--- config.mk ---
export PLATFORM = sky130hd
export DESIGN_NAME = integer_to_radix_ascii
export DESIGN_NICKNAME = d
export VERILOG_FILES = /design/src/rtl/core/ira_pkg.sv /design/src/rtl/core/ira_ram.sv /design/src/rtl/core/ira_div.sv /design/src/rtl/core/integer_to_radix_ascii.sv
export SDC_FILE = /design/constraint.sdc
export NUM_CORES = 1
export LEC_CHECK = 0
export BUFFER_PORTS_ARGS = -buffer_cell sky130_fd_sc_hd__buf_2
export CAP_MARGIN = 5
export CORE_UTILIZATION = 45
export CTS_CLUSTER_DIAMETER = 50
export CTS_CLUSTER_SIZE = 8
export DETAILED_ROUTE_END_ITERATION = 6
export PLACE_DENSITY_LB_ADDON = 0.15
export SKIP_LAST_GASP = 1
export SLEW_MARGIN = 20
export SYNTH_ARGS = -nofsm -noshare
export SYNTH_HDL_FRONTEND = slang
export SYNTH_SLANG_ARGS = --single-unit
--- constraint.sdc ---
create_clock -name clk -period 15 [get_ports clk]
set_clock_uncertainty 0.1 [all_clocks]
set_input_delay 0.75 -clock clk [delete_from_list [all_inputs] [get_ports clk]]
set_output_delay 0.75 -clock clk [all_outputs]
set_load 0.05 [all_outputs]
--- src/rtl/core/ira_pkg.sv ---
package ira_pkg;

    localparam int RADIX_W   = 6;
    localparam int CHAR_W    = 7;
    localparam int DIV_STEPS = 8;

    localparam logic [RADIX_W-1:0] RADIX_RESET = 6'd10;
    localparam logic [RADIX_W-1:0] RADIX_MIN   = 6'd2;
    localparam logic [RADIX_W-1:0] RADIX_MAX   = 6'd36;
    localparam logic [RADIX_W-1:0] DIGIT_MAX   = 6'd9;
    localparam logic [RADIX_W-1:0] DIGIT_TEN   = 6'd10;

    localparam logic [CHAR_W-1:0] CHAR_ZERO  = 7'd48;
    localparam logic [CHAR_W-1:0] CHAR_A     = 7'd65;
    localparam logic [CHAR_W-1:0] CHAR_MINUS = 7'd45;

    typedef enum logic [2:0] {
        S_IDLE,
        S_CHECK,
        S_ZERO,
        S_DIV,
        S_SIGN,
        S_READ,
        S_EMIT
    } state_t;

    typedef struct packed {
        logic start;
        logic load;
    } div_ctrl_t;

    typedef struct packed {
        logic               done;
        logic [RADIX_W-1:0] digit;
        logic               quot_zero;
    } div_status_t;

    function automatic logic [CHAR_W-1:0] digit_char(input logic [RADIX_W-1:0] d);
        logic [CHAR_W-1:0] c;
        if (d > DIGIT_MAX)
        begin
            c = CHAR_A + CHAR_W'(d - DIGIT_TEN);
        end
        else
        begin
            c = CHAR_ZERO + CHAR_W'(d);
        end
        return c;
    endfunction

endpackage

--- src/rtl/core/ira_ram.sv ---
module ira_ram #(
    parameter int WIDTH = 6,
    parameter int DEPTH = 64
) (
    input  logic                     clk,
    input  logic                     wr_en,
    input  logic [$clog2(DEPTH)-1:0] wr_addr,
    input  logic [WIDTH-1:0]         wr_data,
    input  logic [$clog2(DEPTH)-1:0] rd_addr,
    output logic [WIDTH-1:0]         rd_data
);

    logic [WIDTH-1:0] mem_reg [DEPTH];
    logic [WIDTH-1:0] rd_data_reg;

    always_ff @(posedge clk)
    begin
        if (wr_en)
        begin
            mem_reg[wr_addr] <= wr_data;
        end
        rd_data_reg <= mem_reg[rd_addr];
    end

    assign rd_data = rd_data_reg;

endmodule

--- src/rtl/core/ira_div.sv ---
module ira_div
    import ira_pkg::*;
#(
    parameter int MAG_W = 63
) (
    input  logic               clk,
    input  logic               rst_n,
    input  div_ctrl_t          ctrl,
    input  logic [MAG_W-1:0]   dividend,
    input  logic [RADIX_W-1:0] radix,
    output div_status_t        status
);

    localparam int CHUNKS = (MAG_W + DIV_STEPS - 1) / DIV_STEPS;
    localparam int PAD_W  = CHUNKS * DIV_STEPS;
    localparam int CNT_W  = $clog2(CHUNKS + 1);

    logic [PAD_W-1:0]     work_reg, work_next;
    logic [RADIX_W-1:0]   rem_reg, rem_next;
    logic [CNT_W-1:0]     cnt_reg, cnt_next;
    logic                 busy_reg, busy_next;
    logic                 done_reg, done_next;
    logic [RADIX_W:0]     rem_step;
    logic [DIV_STEPS-1:0] qbits;

    // Long division of the top bits of the work word, one bit per step.
    always_comb
    begin
        rem_step = {1'b0, rem_reg};
        qbits    = '0;
        for (int i = 0; i < DIV_STEPS; i++)
        begin
            rem_step = {rem_step[RADIX_W-1:0], work_reg[PAD_W-1-i]};
            if (rem_step >= {1'b0, radix})
            begin
                rem_step                = rem_step - {1'b0, radix};
                qbits[DIV_STEPS-1-i] = 1'b1;
            end
        end
    end

    always_comb
    begin
        work_next = work_reg;
        rem_next  = rem_reg;
        cnt_next  = cnt_reg;
        busy_next = busy_reg;
        done_next = 1'b0;
        if (ctrl.start)
        begin
            if (ctrl.load)
            begin
                work_next = PAD_W'(dividend);
            end
            rem_next  = '0;
            cnt_next  = '0;
            busy_next = 1'b1;
        end
        else if (busy_reg)
        begin
            work_next = (work_reg << DIV_STEPS) | PAD_W'(qbits);
            rem_next  = rem_step[RADIX_W-1:0];
            cnt_next  = cnt_reg + 1'b1;
            if (cnt_reg == CNT_W'(CHUNKS - 1))
            begin
                busy_next = 1'b0;
                done_next = 1'b1;
            end
        end
    end

    always_ff @(posedge clk or negedge rst_n)
    begin
        if (!rst_n)
        begin
            cnt_reg  <= '0;
            busy_reg <= 1'b0;
            done_reg <= 1'b0;
        end
        else
        begin
            cnt_reg  <= cnt_next;
            busy_reg <= busy_next;
            done_reg <= done_next;
        end
    end

    always_ff @(posedge clk)
    begin
        work_reg <= work_next;
        rem_reg  <= rem_next;
    end

    assign status.done      = done_reg;
    assign status.digit     = rem_reg;
    assign status.quot_zero = (work_reg == '0);

endmodule

--- src/rtl/core/integer_to_radix_ascii.sv ---
// Sequence: a load state and a check state, then DIV_STEPS-bit chunks of the magnitude
// go through the divider, one pass per digit, the digits going into the digit memory.
// Each digit is read back from the digit memory in a read and an emit state, the sign
// going out before them; one item is worked on at a time.
// Reset sets the radix to ten, empties the output register and idles the sequencer;
// the digit memory is not cleared, since every entry is written before it is read.
module integer_to_radix_ascii
    import ira_pkg::*;
#(
    parameter int VALUE_BITS = 64
) (
    input  logic               clk,
    input  logic               rst_n,
    input  logic               cfg_we,
    input  logic [RADIX_W-1:0] cfg_wdata,
    input  logic               in_valid,
    output logic               in_ready,
    input  logic [63:0]        value,
    output logic               out_valid,
    input  logic               out_ready,
    output logic [CHAR_W-1:0]  character,
    output logic               last
);

    localparam int MAG_W  = VALUE_BITS - 1;
    localparam int ADDR_W = $clog2(VALUE_BITS);

    state_t              state_reg, state_next;
    logic [RADIX_W-1:0]  radix_reg;
    logic [RADIX_W-1:0]  radix_eff;
    logic [MAG_W-1:0]    mag_reg, mag_next;
    logic                neg_reg, neg_next;
    logic [ADDR_W-1:0]   count_reg, count_next;
    logic [ADDR_W-1:0]   idx_reg, idx_next;
    logic                out_valid_reg, out_valid_next;
    logic [CHAR_W-1:0]   character_reg, character_next;
    logic                last_reg, last_next;

    logic [VALUE_BITS-1:0] v;
    logic [VALUE_BITS-1:0] v_abs;
    logic                  slot_free;
    logic                  wr_en;
    logic [ADDR_W-1:0]     rd_addr;
    logic [RADIX_W-1:0]    rd_data;
    div_ctrl_t             div_ctrl;
    div_status_t           div_status;

    always_comb
    begin
        if (radix_reg < RADIX_MIN)
        begin
            radix_eff = RADIX_MIN;
        end
        else if (radix_reg > RADIX_MAX)
        begin
            radix_eff = RADIX_MAX;
        end
        else
        begin
            radix_eff = radix_reg;
        end
    end

    assign v         = value[VALUE_BITS-1:0];
    assign v_abs     = v[VALUE_BITS-1] ? (~v + 1'b1) : v;
    assign slot_free = !out_valid_reg || out_ready;
    assign rd_addr   = idx_reg - 1'b1;
    assign wr_en     = (state_reg == S_DIV) && div_status.done;

    always_comb
    begin
        state_next     = state_reg;
        mag_next       = mag_reg;
        neg_next       = neg_reg;
        count_next     = count_reg;
        idx_next       = idx_reg;
        out_valid_next = out_valid_reg && !out_ready;
        character_next = character_reg;
        last_next      = last_reg;
        div_ctrl       = '0;
        in_ready       = 1'b0;

        unique case (state_reg)
            S_IDLE:
            begin
                in_ready = 1'b1;
                if (in_valid)
                begin
                    neg_next = v[VALUE_BITS-1];
                    // The most negative value saturates to the largest magnitude.
                    if (v_abs[VALUE_BITS-1])
                    begin
                        mag_next = '1;
                    end
                    else
                    begin
                        mag_next = v_abs[MAG_W-1:0];
                    end
                    state_next = S_CHECK;
                end
            end
            S_CHECK:
            begin
                count_next = '0;
                if (mag_reg == '0)
                begin
                    state_next = S_ZERO;
                end
                else
                begin
                    div_ctrl.start = 1'b1;
                    div_ctrl.load  = 1'b1;
                    state_next     = S_DIV;
                end
            end
            S_ZERO:
            begin
                if (slot_free)
                begin
                    out_valid_next = 1'b1;
                    character_next = CHAR_ZERO;
                    last_next      = 1'b1;
                    state_next     = S_IDLE;
                end
            end
            S_DIV:
            begin
                if (div_status.done)
                begin
                    count_next = count_reg + 1'b1;
                    if (div_status.quot_zero)
                    begin
                        idx_next   = count_reg + 1'b1;
                        state_next = S_SIGN;
                    end
                    else
                    begin
                        div_ctrl.start = 1'b1;
                    end
                end
            end
            S_SIGN:
            begin
                if (!neg_reg)
                begin
                    state_next = S_READ;
                end
                else if (slot_free)
                begin
                    out_valid_next = 1'b1;
                    character_next = CHAR_MINUS;
                    last_next      = 1'b0;
                    state_next     = S_READ;
                end
            end
            S_READ:
            begin
                state_next = S_EMIT;
            end
            S_EMIT:
            begin
                if (slot_free)
                begin
                    out_valid_next = 1'b1;
                    character_next = digit_char(rd_data);
                    last_next      = (idx_reg == ADDR_W'(1));
                    idx_next       = idx_reg - 1'b1;
                    state_next     = (idx_reg == ADDR_W'(1)) ? S_IDLE : S_READ;
                end
            end
            default:
            begin
                state_next = S_IDLE;
            end
        endcase
    end

    always_ff @(posedge clk or negedge rst_n)
    begin
        if (!rst_n)
        begin
            state_reg     <= S_IDLE;
            radix_reg     <= RADIX_RESET;
            count_reg     <= '0;
            idx_reg       <= '0;
            out_valid_reg <= 1'b0;
        end
        else
        begin
            state_reg     <= state_next;
            count_reg     <= count_next;
            idx_reg       <= idx_next;
            out_valid_reg <= out_valid_next;
            if (cfg_we)
            begin
                radix_reg <= cfg_wdata;
            end
        end
    end

    always_ff @(posedge clk)
    begin
        mag_reg       <= mag_next;
        neg_reg       <= neg_next;
        character_reg <= character_next;
        last_reg      <= last_next;
    end

    ira_div #(
        .MAG_W (MAG_W)
    ) u_div (
        .clk      (clk),
        .rst_n    (rst_n),
        .ctrl     (div_ctrl),
        .dividend (mag_reg),
        .radix    (radix_eff),
        .status   (div_status)
    );

    ira_ram #(
        .WIDTH (RADIX_W),
        .DEPTH (VALUE_BITS)
    ) u_digit_store (
        .clk     (clk),
        .wr_en   (wr_en),
        .wr_addr (count_reg),
        .wr_data (div_status.digit),
        .rd_addr (rd_addr),
        .rd_data (rd_data)
    );

    assign out_valid = out_valid_reg;
    assign character = character_reg;
    assign last      = last_reg;

    a_done_in_div: assert property (@(posedge clk) disable iff (!rst_n)
        div_status.done |-> (state_reg == S_DIV))
        else $error("divider finished outside the divide phase");

    a_digit_range: assert property (@(posedge clk) disable iff (!rst_n)
        wr_en |-> (div_status.digit < radix_eff))
        else $error("stored digit not below the radix");

    a_emit_index: assert property (@(posedge clk) disable iff (!rst_n)
        (state_reg == S_EMIT) |-> (idx_reg != '0))
        else $error("character emitted with no digit left");

    a_no_restart_busy: assert property (@(posedge clk) disable iff (!rst_n)
        (state_reg == S_DIV && !div_status.done) |=> !$past(div_ctrl.start))
        else $error("divider restarted while busy");

endmodule

---- After elaboration in Yosys (flattened, before gate mapping) ----
Memory sizes are Yosys's and may differ from the RTL's. A register that Yosys moved wholly into a read port is not among the register bits.
Index checks and enable logic that the tools add are counted.
storage, ports and cells
  bits in registers ....................... 170
  RAM bits ................................ 384
  input bits .............................. 75
  output and inout port bits .............. 10
  logic and storage cells ................. 147
  memories kept ........................... 1
memories
  name                   words  bits a word  rd ports  clocked after memory_dff  write ports  line           RTL
  u_digit_store.mem_reg  64     6            1         1                         1            ira_ram.sv:13  logic [WIDTH-1:0] mem_reg [DEPTH];
cells by class
  add/sub/neg operators ................... 15
  order comparisons ....................... 11
  equal/unequal tests ..................... 17
  mux-type cells .......................... 68
  bitwise operators ....................... 2
  reductions and logical operators ........ 19
operator list
  operator                                                                number
  64-bit two-way mux                                                      4
  6-bit two-way mux                                                       14
  64-bit by 1-bit adder with 64-bit output (second input constant)        1
  64-bit zero test                                                        1
  64-bit inverter                                                         1
  64-bit by 8-bit bitwise OR with 64-bit output                           1
  63-bit zero test                                                        1
  7-bit by 6-bit greater-or-equal comparator with 1-bit output            8
  6-bit subtractor                                                        8
  7-bit two-way mux                                                       5
  1-bit two-way mux                                                       27
  3-bit two-way mux                                                       8
  6-bit case mux with 2 select lines                                      2
  3-bit case mux with 7 select lines                                      1
  7-bit case mux with 3 select lines                                      1
  2-bit inequality test (second input constant)                           7
  3-bit equality test (second input constant)                             3
  4-bit two-way mux                                                       2
  6-bit by 6-bit adder with 7-bit output (first input constant)           1
  7-bit adder (first input constant)                                      1
  6-bit by 4-bit subtractor with 7-bit output (second input constant)     1
  6-bit by 1-bit adder with 6-bit output (second input constant)          1
  3-bit by 2-bit equality test with 1-bit output (second input constant)  2
  6-bit by 1-bit equality test with 1-bit output (second input constant)  1
  23 further kinds                                                        30

---- Depth between registers and ports, before layout ----
Gate-level depths: netlist of run 1.
  depth in word-level cells ............... 22
  gate-level depth with buffers ........... 81
  mapped depth without buffers ............ 79

---- Modules after synthesis ----
From an unflattened synthesis of run 1, not the netlist that was laid out.
unflattened totals
  cell total of the unflattened synthesis .. 1881
  area, all modules ....................... 27123.5 µm²
modules (own cells, without submodules)
  module                  times used  cells an instance  area an instance (µm²)  seq. area each (µm²)
  ira_ram                 1           720                15225.9                 11651.2
  ira_div                 1           610                6401.1                  2192.1
  integer_to_radix_ascii  1           551                5496.5                  2715.1

---- Worst setup path before layout of run 1 ----
Ideal clock, no wire load.
  path type ............................... register to register
  from .................................... reg radix_reg[3]
  to ...................................... reg u_div.rem_reg[0]
  setup time .............................. 122 ps
  data arrival time ....................... 16122 ps
  required time ........................... 14778 ps
  path slack .............................. -1344 ps
  stages on the path, launching flop included .. 72
  buffers on the path ..................... 2
  period minus slack after synthesis ...... 16344 ps
  cell sequence ........................... dfstp_2 -> nor3_1 -> a21oi_1 -> ha_1 -> a2111oi_4 -> a2bb2oi_4 -> mux2_2 -> ha_1 -> a21oi_1 -> nand2_1 -> o22a_1 -> a21o_1 -> buf_2 -> o21ai_0 -> inv_1 -> ha_1 -> nor2b_1 -> o21ai_1 -> (+36 left out) -> o21ai_0 -> nand2b_1 -> a21o_1 -> a21o_1 -> a211o_1 -> nor4b_4 -> a21oi_2 -> mux2i_1 -> ha_1 -> a21o_1 -> a21o_1 -> a21o_1 -> a21o_1 -> a211oi_1 -> a21bo_2 -> a211oi_4 -> nor4_1 -> a311o_1
on the way
  word-level cells in the longest chain between the ends .. 19
  elaborated cells between the ends (all ways) .. 28
  classes of those cells .................. add/sub: 8; order compare: 10; mux: 10
RTL lines
  item                                                                                              line                           RTL
  start, declared                                                                                   integer_to_radix_ascii.sv:29   logic [RADIX_W-1:0] radix_reg;
  start signal, assigned                                                                            integer_to_radix_ascii.sv:196  radix_reg <= cfg_wdata;
  6-bit > comparator                                                                                integer_to_radix_ascii.sv:54   else if (radix_reg > RADIX_MAX)
  6-bit two-way mux                                                                                 integer_to_radix_ascii.sv:54
  6-bit two-way mux (*)                                                                             integer_to_radix_ascii.sv:50   if (radix_reg < RADIX_MIN)
  6-bit subtractor or 7-bit by 6-bit greater-or-equal comparator with 1-bit output (tied branches)  ira_div.sv:36, ira_div.sv:34
  6-bit two-way mux                                                                                 ira_div.sv:34                  if (rem_step >= {1'b0, radix})
  6-bit subtractor or 7-bit by 6-bit greater-or-equal comparator with 1-bit output (tied branches)  ira_div.sv:36, ira_div.sv:34
  6-bit two-way mux                                                                                 ira_div.sv:34
  6-bit subtractor or 7-bit by 6-bit greater-or-equal comparator with 1-bit output (tied branches)  ira_div.sv:36, ira_div.sv:34
  (+3 left out)                                                                                     -
  6-bit subtractor or 7-bit by 6-bit greater-or-equal comparator with 1-bit output (tied branches)  ira_div.sv:36, ira_div.sv:34
  6-bit two-way mux                                                                                 ira_div.sv:34
  6-bit subtractor or 7-bit by 6-bit greater-or-equal comparator with 1-bit output (tied branches)  ira_div.sv:36, ira_div.sv:34
  6-bit two-way mux                                                                                 ira_div.sv:34
  7-bit by 6-bit greater-or-equal comparator with 1-bit output or 6-bit subtractor (tied branches)  ira_div.sv:34, ira_div.sv:36
  6-bit two-way mux                                                                                 ira_div.sv:34
  7-bit by 6-bit greater-or-equal comparator with 1-bit output                                      ira_div.sv:34
  6-bit two-way mux (*)                                                                             ira_div.sv:34
  end signal, assigned                                                                              ira_div.sv:91                  rem_reg <= rem_next;
  end, declared                                                                                     ira_div.sv:19                  logic [RADIX_W-1:0] rem_reg, rem_next;
Mark *: on every way between the ends. The rest lies on a longest branch, timed or not.
A chain may end at the register's enable or synchronous reset.

---- Final worst setup path of run 1 ----
Same ends and word-level chain as after synthesis.

==> results of run 1 <==
-- worst max-delay path: cells and delay by family, from the launching register on --
kind | cells | cell delay, ns
AO/OA/AOI/OAI | 40 | 7.78
adder cells (fa/ha/maj) | 8 | 2.08
buffers and inverters | 8 | 0.86
flip-flops | 1 | 0.55
multiplexers | 3 | 0.87
AND/OR/NAND/NOR | 18 | 2.45
-- repair_timing --
action                     CTS  global route
buffers inserted            38            25
pin swaps                   38            61
resized for setup           43            37
setup endpoints to repair    7             7
-- layer usage --
layer	part of all wire	up-vias
met5	0	-
met4	0.036	0
met3	0.046	123
met2	0.49	405
met1	0.43	8168
li1	-	7460
-- kinds of logic (layout without fill, tap and decap cells) --
group                    after synthesis  in the layout  synth area share
multiplexers                         162            162            0.1234
AND/OR/NAND/NOR                      603            603            0.1038
AO/OA/AOI/OAI                        223            223           0.05827
flip-flops                           560            560            0.6315
adder cells (fa/ha/maj)               64             64           0.03283
XOR/XNOR                              99             99           0.03307
buffers and inverters                117            395           0.01708
-- synthesized netlist by cell type (24+ instances only) --
library cell  count
mux4_2          126
a21o_1           26
clkbuf_1         60
nor4_1           36
or3_1            24
dfrtp_1          26
o21ai_0          62
a21oi_1          42
inv_1            42
edfxtp_1        520
nor2_1          126
xor2_1           77
ha_1             56
nand2_1         304
-- final timing paths --
kind,from,end,slack [ns],cells after the start
max,radix_reg[3],u_div.rem_reg[0],0.21,77
min,rst_n,radix_reg[0],0.11,1
max reg2reg,radix_reg[3],u_div.rem_reg[0],0.21,77
min reg2reg,idx_reg[1],idx_reg[1],0.42,2
max in group asynchronous,rst_n,idx_reg[0],14.11,1
min in group clk,cfg_wdata[0],radix_reg[0],0.28,2
-- per-stage QoR --
stage / utilization / cells / setup slack (ns)
after floorplan: - / 1828 / 0.002007
after global placement: 0.4866 / 2678 / -0.06713
after detailed placement: 0.4866 / 2678 / -0.5584
after CTS: 0.5356 / 2845 / 0.01853
after global routing: 0.5425 / 2871 / -0.4755
final: 0.5425 / 2871 / 0.2115
-- area by class of cell --
class,count,share of cell area
Timing Repair Buffer,223,0.04859
Tap cell,765,0.03064
Inverter,43,0.005207
Clock inverter,7,0.004045
Multi-Input combinational cell,1151,0.3106
Sequential cell,560,0.5304
Clock buffer,122,0.07050
-- cells in the final DEF (no fill, tap or decap), drive strengths merged, types with 18 or more instances in the layout --
cell and instances:
ha 56, nand3 20, or3 24, buf 223, edfxtp 520, mux2 18
mux4 126, dfrtp 26, mux2i 18, o21ai 65, nor4 36, inv 44
a21o 26, xor2 77, o31ai 23, clkbuf 122, nor2 126, a21oi 44
xnor2 22, nand2 304
==> out/metrics.cfg, run 1 <==
[die]
die-area_um2 = 59240
die_h_um = 243.4
num_io_pins = 85
initial_utilization = 0.4553
core_um2 = 57590
rows = 88
die_w_um = 243.4

[run_status]
run_status = completed

[worst_hold_path]
hold_class = input port to async pin

[synthesis]
synth_edf_count = 520
syn_area_um2 = 26220
post-synth-top-area-fraction = 0.5955
async_flop_share = 0.05000
syn_avg_cell_area_um2 = 14.34
synth.distinct_cells = 76
yosys.area.top_type = edfxtp_1
synth-seq-cells = 560
ys_seq_area_frac = 0.6315
synth_fp_nets = 1967
synth_area_leaders = edfxtp_1, mux4_2, nand2_1
synth_ff_type = edfxtp_1
syn_inst = 1828
synth_warnings = 0

[sta]
final.period_utilization = 0.9859
hold_viol = 0
rsz0062_at_grt = true
slew_viol_final = 0
tns_ns = 0
fmax_mhz = 67.62
maxSlewHeadroom = 0.2982
post-route-min-period_ns = 14.79
holdWs_ns = 0.1068
worst_pin_slew_ns = 1.053
setup_viol = 0

[critical_path]
crit_fanout = 6
critPathKind = flop to flop
arrival_ns = 15.21
required_ns = 15.42
max_stage_delay_ns = 0.55
slowest_stage = dfstp_2
end_kind = flop
critPathLaunchType = flop
critical_path.most_common_cell = a21o_1

[grt]
grt_usage = 0.2126
overflow = 0
use_met3 = 0.04054
gr-usage-met1 = 0.2782
grt_antenna_before_repair = 0
grt_pass1_vias = 16547
grtUsageMet2 = 0.3526
grt.busiest_layer = met2
grt_pass1_wl_um = 95830
grt_max_degree = 79

[clock_network]
clk_latency_ns = 0.61
clock_sinks = 560
hold_buffers = 0
clk_pin_slew_ns = 0.05
tritoncts = done
clk_path_buf_depth = 3
cts_buffers = 80
cts-root-buf = clkbuf_16
htree_levels = 3

[cells_and_area]
largest_register_ffs = 384
fin_area_um2 = 31240
syn_to_final_growth_pct = 19.14
multiInputGateArea_um2 = 9702
final_nets = 2198
diodes = 0
layout-drive-gt1-share = 0.2697
seq_area_um2 = 16570
nFillCells = 4659

[placed_design]
port_buffers = 84
dpl_cell_area_um2 = 28020
hpwl_um = 41660
routabilityCongestion = 0.8567

[route]
post-route-drc-count = 0
vias = 16156
first_iter_violations = 1085
vias_per_cell = 5.627
wirelength_um = 62840
ant_nets = 0
firstDrtPassIters = 5
wl_per_cell_um = 21.89

[run]
maxCapViolations = 0

Power of run 1 is not shown: default switching activity piles up to over one toggle a cycle in this logic, so the estimate is an artifact.
==> inputs of run 2 (changes only) <==
--- a/config.mk
+++ b/config.mk
@@ -7,6 +7,7 @@
 export LEC_CHECK = 0
 export BUFFER_PORTS_ARGS = -buffer_cell sky130_fd_sc_hd__buf_2
 export CAP_MARGIN = 5
+export CORE_MARGIN = 2
 export CORE_UTILIZATION = 45
 export CTS_CLUSTER_DIAMETER = 50
 export CTS_CLUSTER_SIZE = 8
==> run 2 against run 1 <==
Against the previous run: critical path depth down 2; register-to-register slack better by 0.13 ns; clock-buffer cell count down 9; largest cell class unchanged; critical path type unchanged; via count down 0.23%; die area up 1.7%; critical endpoint is now u_div.rem_reg[5].
==> out/metrics.cfg, run 2 (synthesis gave the netlist of run 1 again) <==
[clock_network]
clk_pin_slew_ns = 0.05
cts-root-buf = clkbuf_16
clk_latency_ns = 0.62
clock_sinks = 560
clk_path_buf_depth = 3
htree_levels = 3
hold_buffers = 0
tritoncts = done
cts_buffers = 81

[critical_path]
slowest_stage = dfstp_2
rr_worst_depth = 75
max_stage_delay_ns = 0.56
critPathLaunchType = flop
critPathKind = flop to flop
arrival_ns = 15.00
regToRegSetupSlack_ns = 0.34
crit_start = radix_reg[3]
r2r-end = u_div.rem_reg[5]
critical_path.most_common_cell = a21o_1
required_ns = 15.34
end_kind = flop
r2r-start = radix_reg[3]
crit_fanout = 6
crit_end = u_div.rem_reg[5]

[route]
vias_per_cell = 5.682
first_iter_violations = 1206
ant_nets = 0
wirelength_um = 63800
vias = 16119
post-route-drc-count = 0
firstDrtPassIters = 5
wl_per_cell_um = 22.49

[sta]
slew_viol_final = 0
hold_viol = 0
post-route-min-period_ns = 14.66
maxSlewHeadroom = 0.2819
rsz0062_at_grt = true
final.period_utilization = 0.9771
worst_pin_slew_ns = 1.067
holdWs_ns = 0.1252
setup_viol = 0
fmax_mhz = 68.23

[die]
num_io_pins = 85
die-area_um2 = 60210
core_um2 = 57700
die_w_um = 245.4
die_h_um = 245.4
rows = 88
initial_utilization = 0.4545

[run_status]
run_status = completed

[cells_and_area]
largest_register_ffs = 384
diodes = 0
final_common_cell = edfxtp_1
layout_common_cells = edfxtp_1, nand2_1, mux4_2
layout-drive-gt1-share = 0.2640
fin_area_um2 = 31050
layout.cells.non_filler = 2837
syn_to_final_growth_pct = 18.41
final_nets = 2172

[grt]
grt_max_degree = 78
grt_antenna_before_repair = 0
grt_pass1_wl_um = 97480
overflow = 0
grt_pass1_vias = 16525
grt_usage = 0.2130

[placed_design]
port_buffers = 84
dpl_cell_area_um2 = 27990
hpwl_um = 42070
dp_cells = 2674
routabilityCongestion = 0.8839

[run]
maxCapViolations = 0

[worst_hold_path]
hold_class = input port to async pin

[run 2: cell count changes in the layout (fill, tap and decap cells not counted), sizes merged]
cell / before / now
buf: 223 / 196
clkinv: 6 / 7
clkbuf: 122 / 113
bufinv: 0 / 1
[run 2: cell type report]
class	instances	area, µm²
multi-input cells	1151	9734
clock inverters	9	163.9
inverters	43	162.7
fillers	4758	26650
repair buffers	196	1291
flip-flops and latches	560	16570
clock buffers	113	2168
well taps	765	957.2
[run 2: what timing repair did]
action	in CTS	in global routing
endpoints found under the hold margin	0	0
setup endpoints to repair	7	7
pin swaps	22	63
setup buffers	19	22
gates resized for setup	29	55
[run 2: worst min path at each step]
stage / endpoint / slack [ns] / cells after the start
6_report: u_div.done_reg / 0.13 / 1
2_1_floorplan: count_reg[0] / 0.35 / 0
3_3_place_gp: idx_reg[1] / 0.41 / 2
3_5_place_dp: idx_reg[1] / 0.41 / 2
5_1_grt: radix_reg[0] / 0.16 / 1
4_1_cts: u_div.done_reg / 0.13 / 1
[run 2: per-stage QoR]
stage	utilization	setup TNS [ns]	worst slack, ns
after floorplan	-	0	0.002007
final	0.5381	0	0.3442
after global routing	0.5381	-1.838	-0.3435
after global placement	0.4851	0	0.04601
after detailed placement	0.4851	-2.384	-0.4109
after CTS	0.5306	0	0.0009877
[run 2: worst max-delay path, delay by kind of cell (launching register included)]
family | cells | cell delay (ns)
muxes | 3 | 0.80
and+or+nand+nor | 17 | 2.38
DFF | 1 | 0.56
AOI/OAI and AO/OA | 39 | 7.34
adders and majority gates | 8 | 2.22
buffers and inverters | 8 | 1.05
[run 2: layer usage]
| layer | up-vias | track usage | wire (µm) | part of all wire |
|---|---|---|---|---|
| met1 | 8182 | 0.2747 | 26260 | 0.41 |
| met3 | 124 | 0.03558 | 2970 | 0.047 |
| met2 | 416 | 0.3711 | 32820 | 0.51 |
| met4 | 0 | 0.06150 | 1752 | 0.027 |
| met5 | - | 0 | 0 | 0 |
| li1 | 7397 | - | - | - |
Power of run 2 is left out for the same reason.
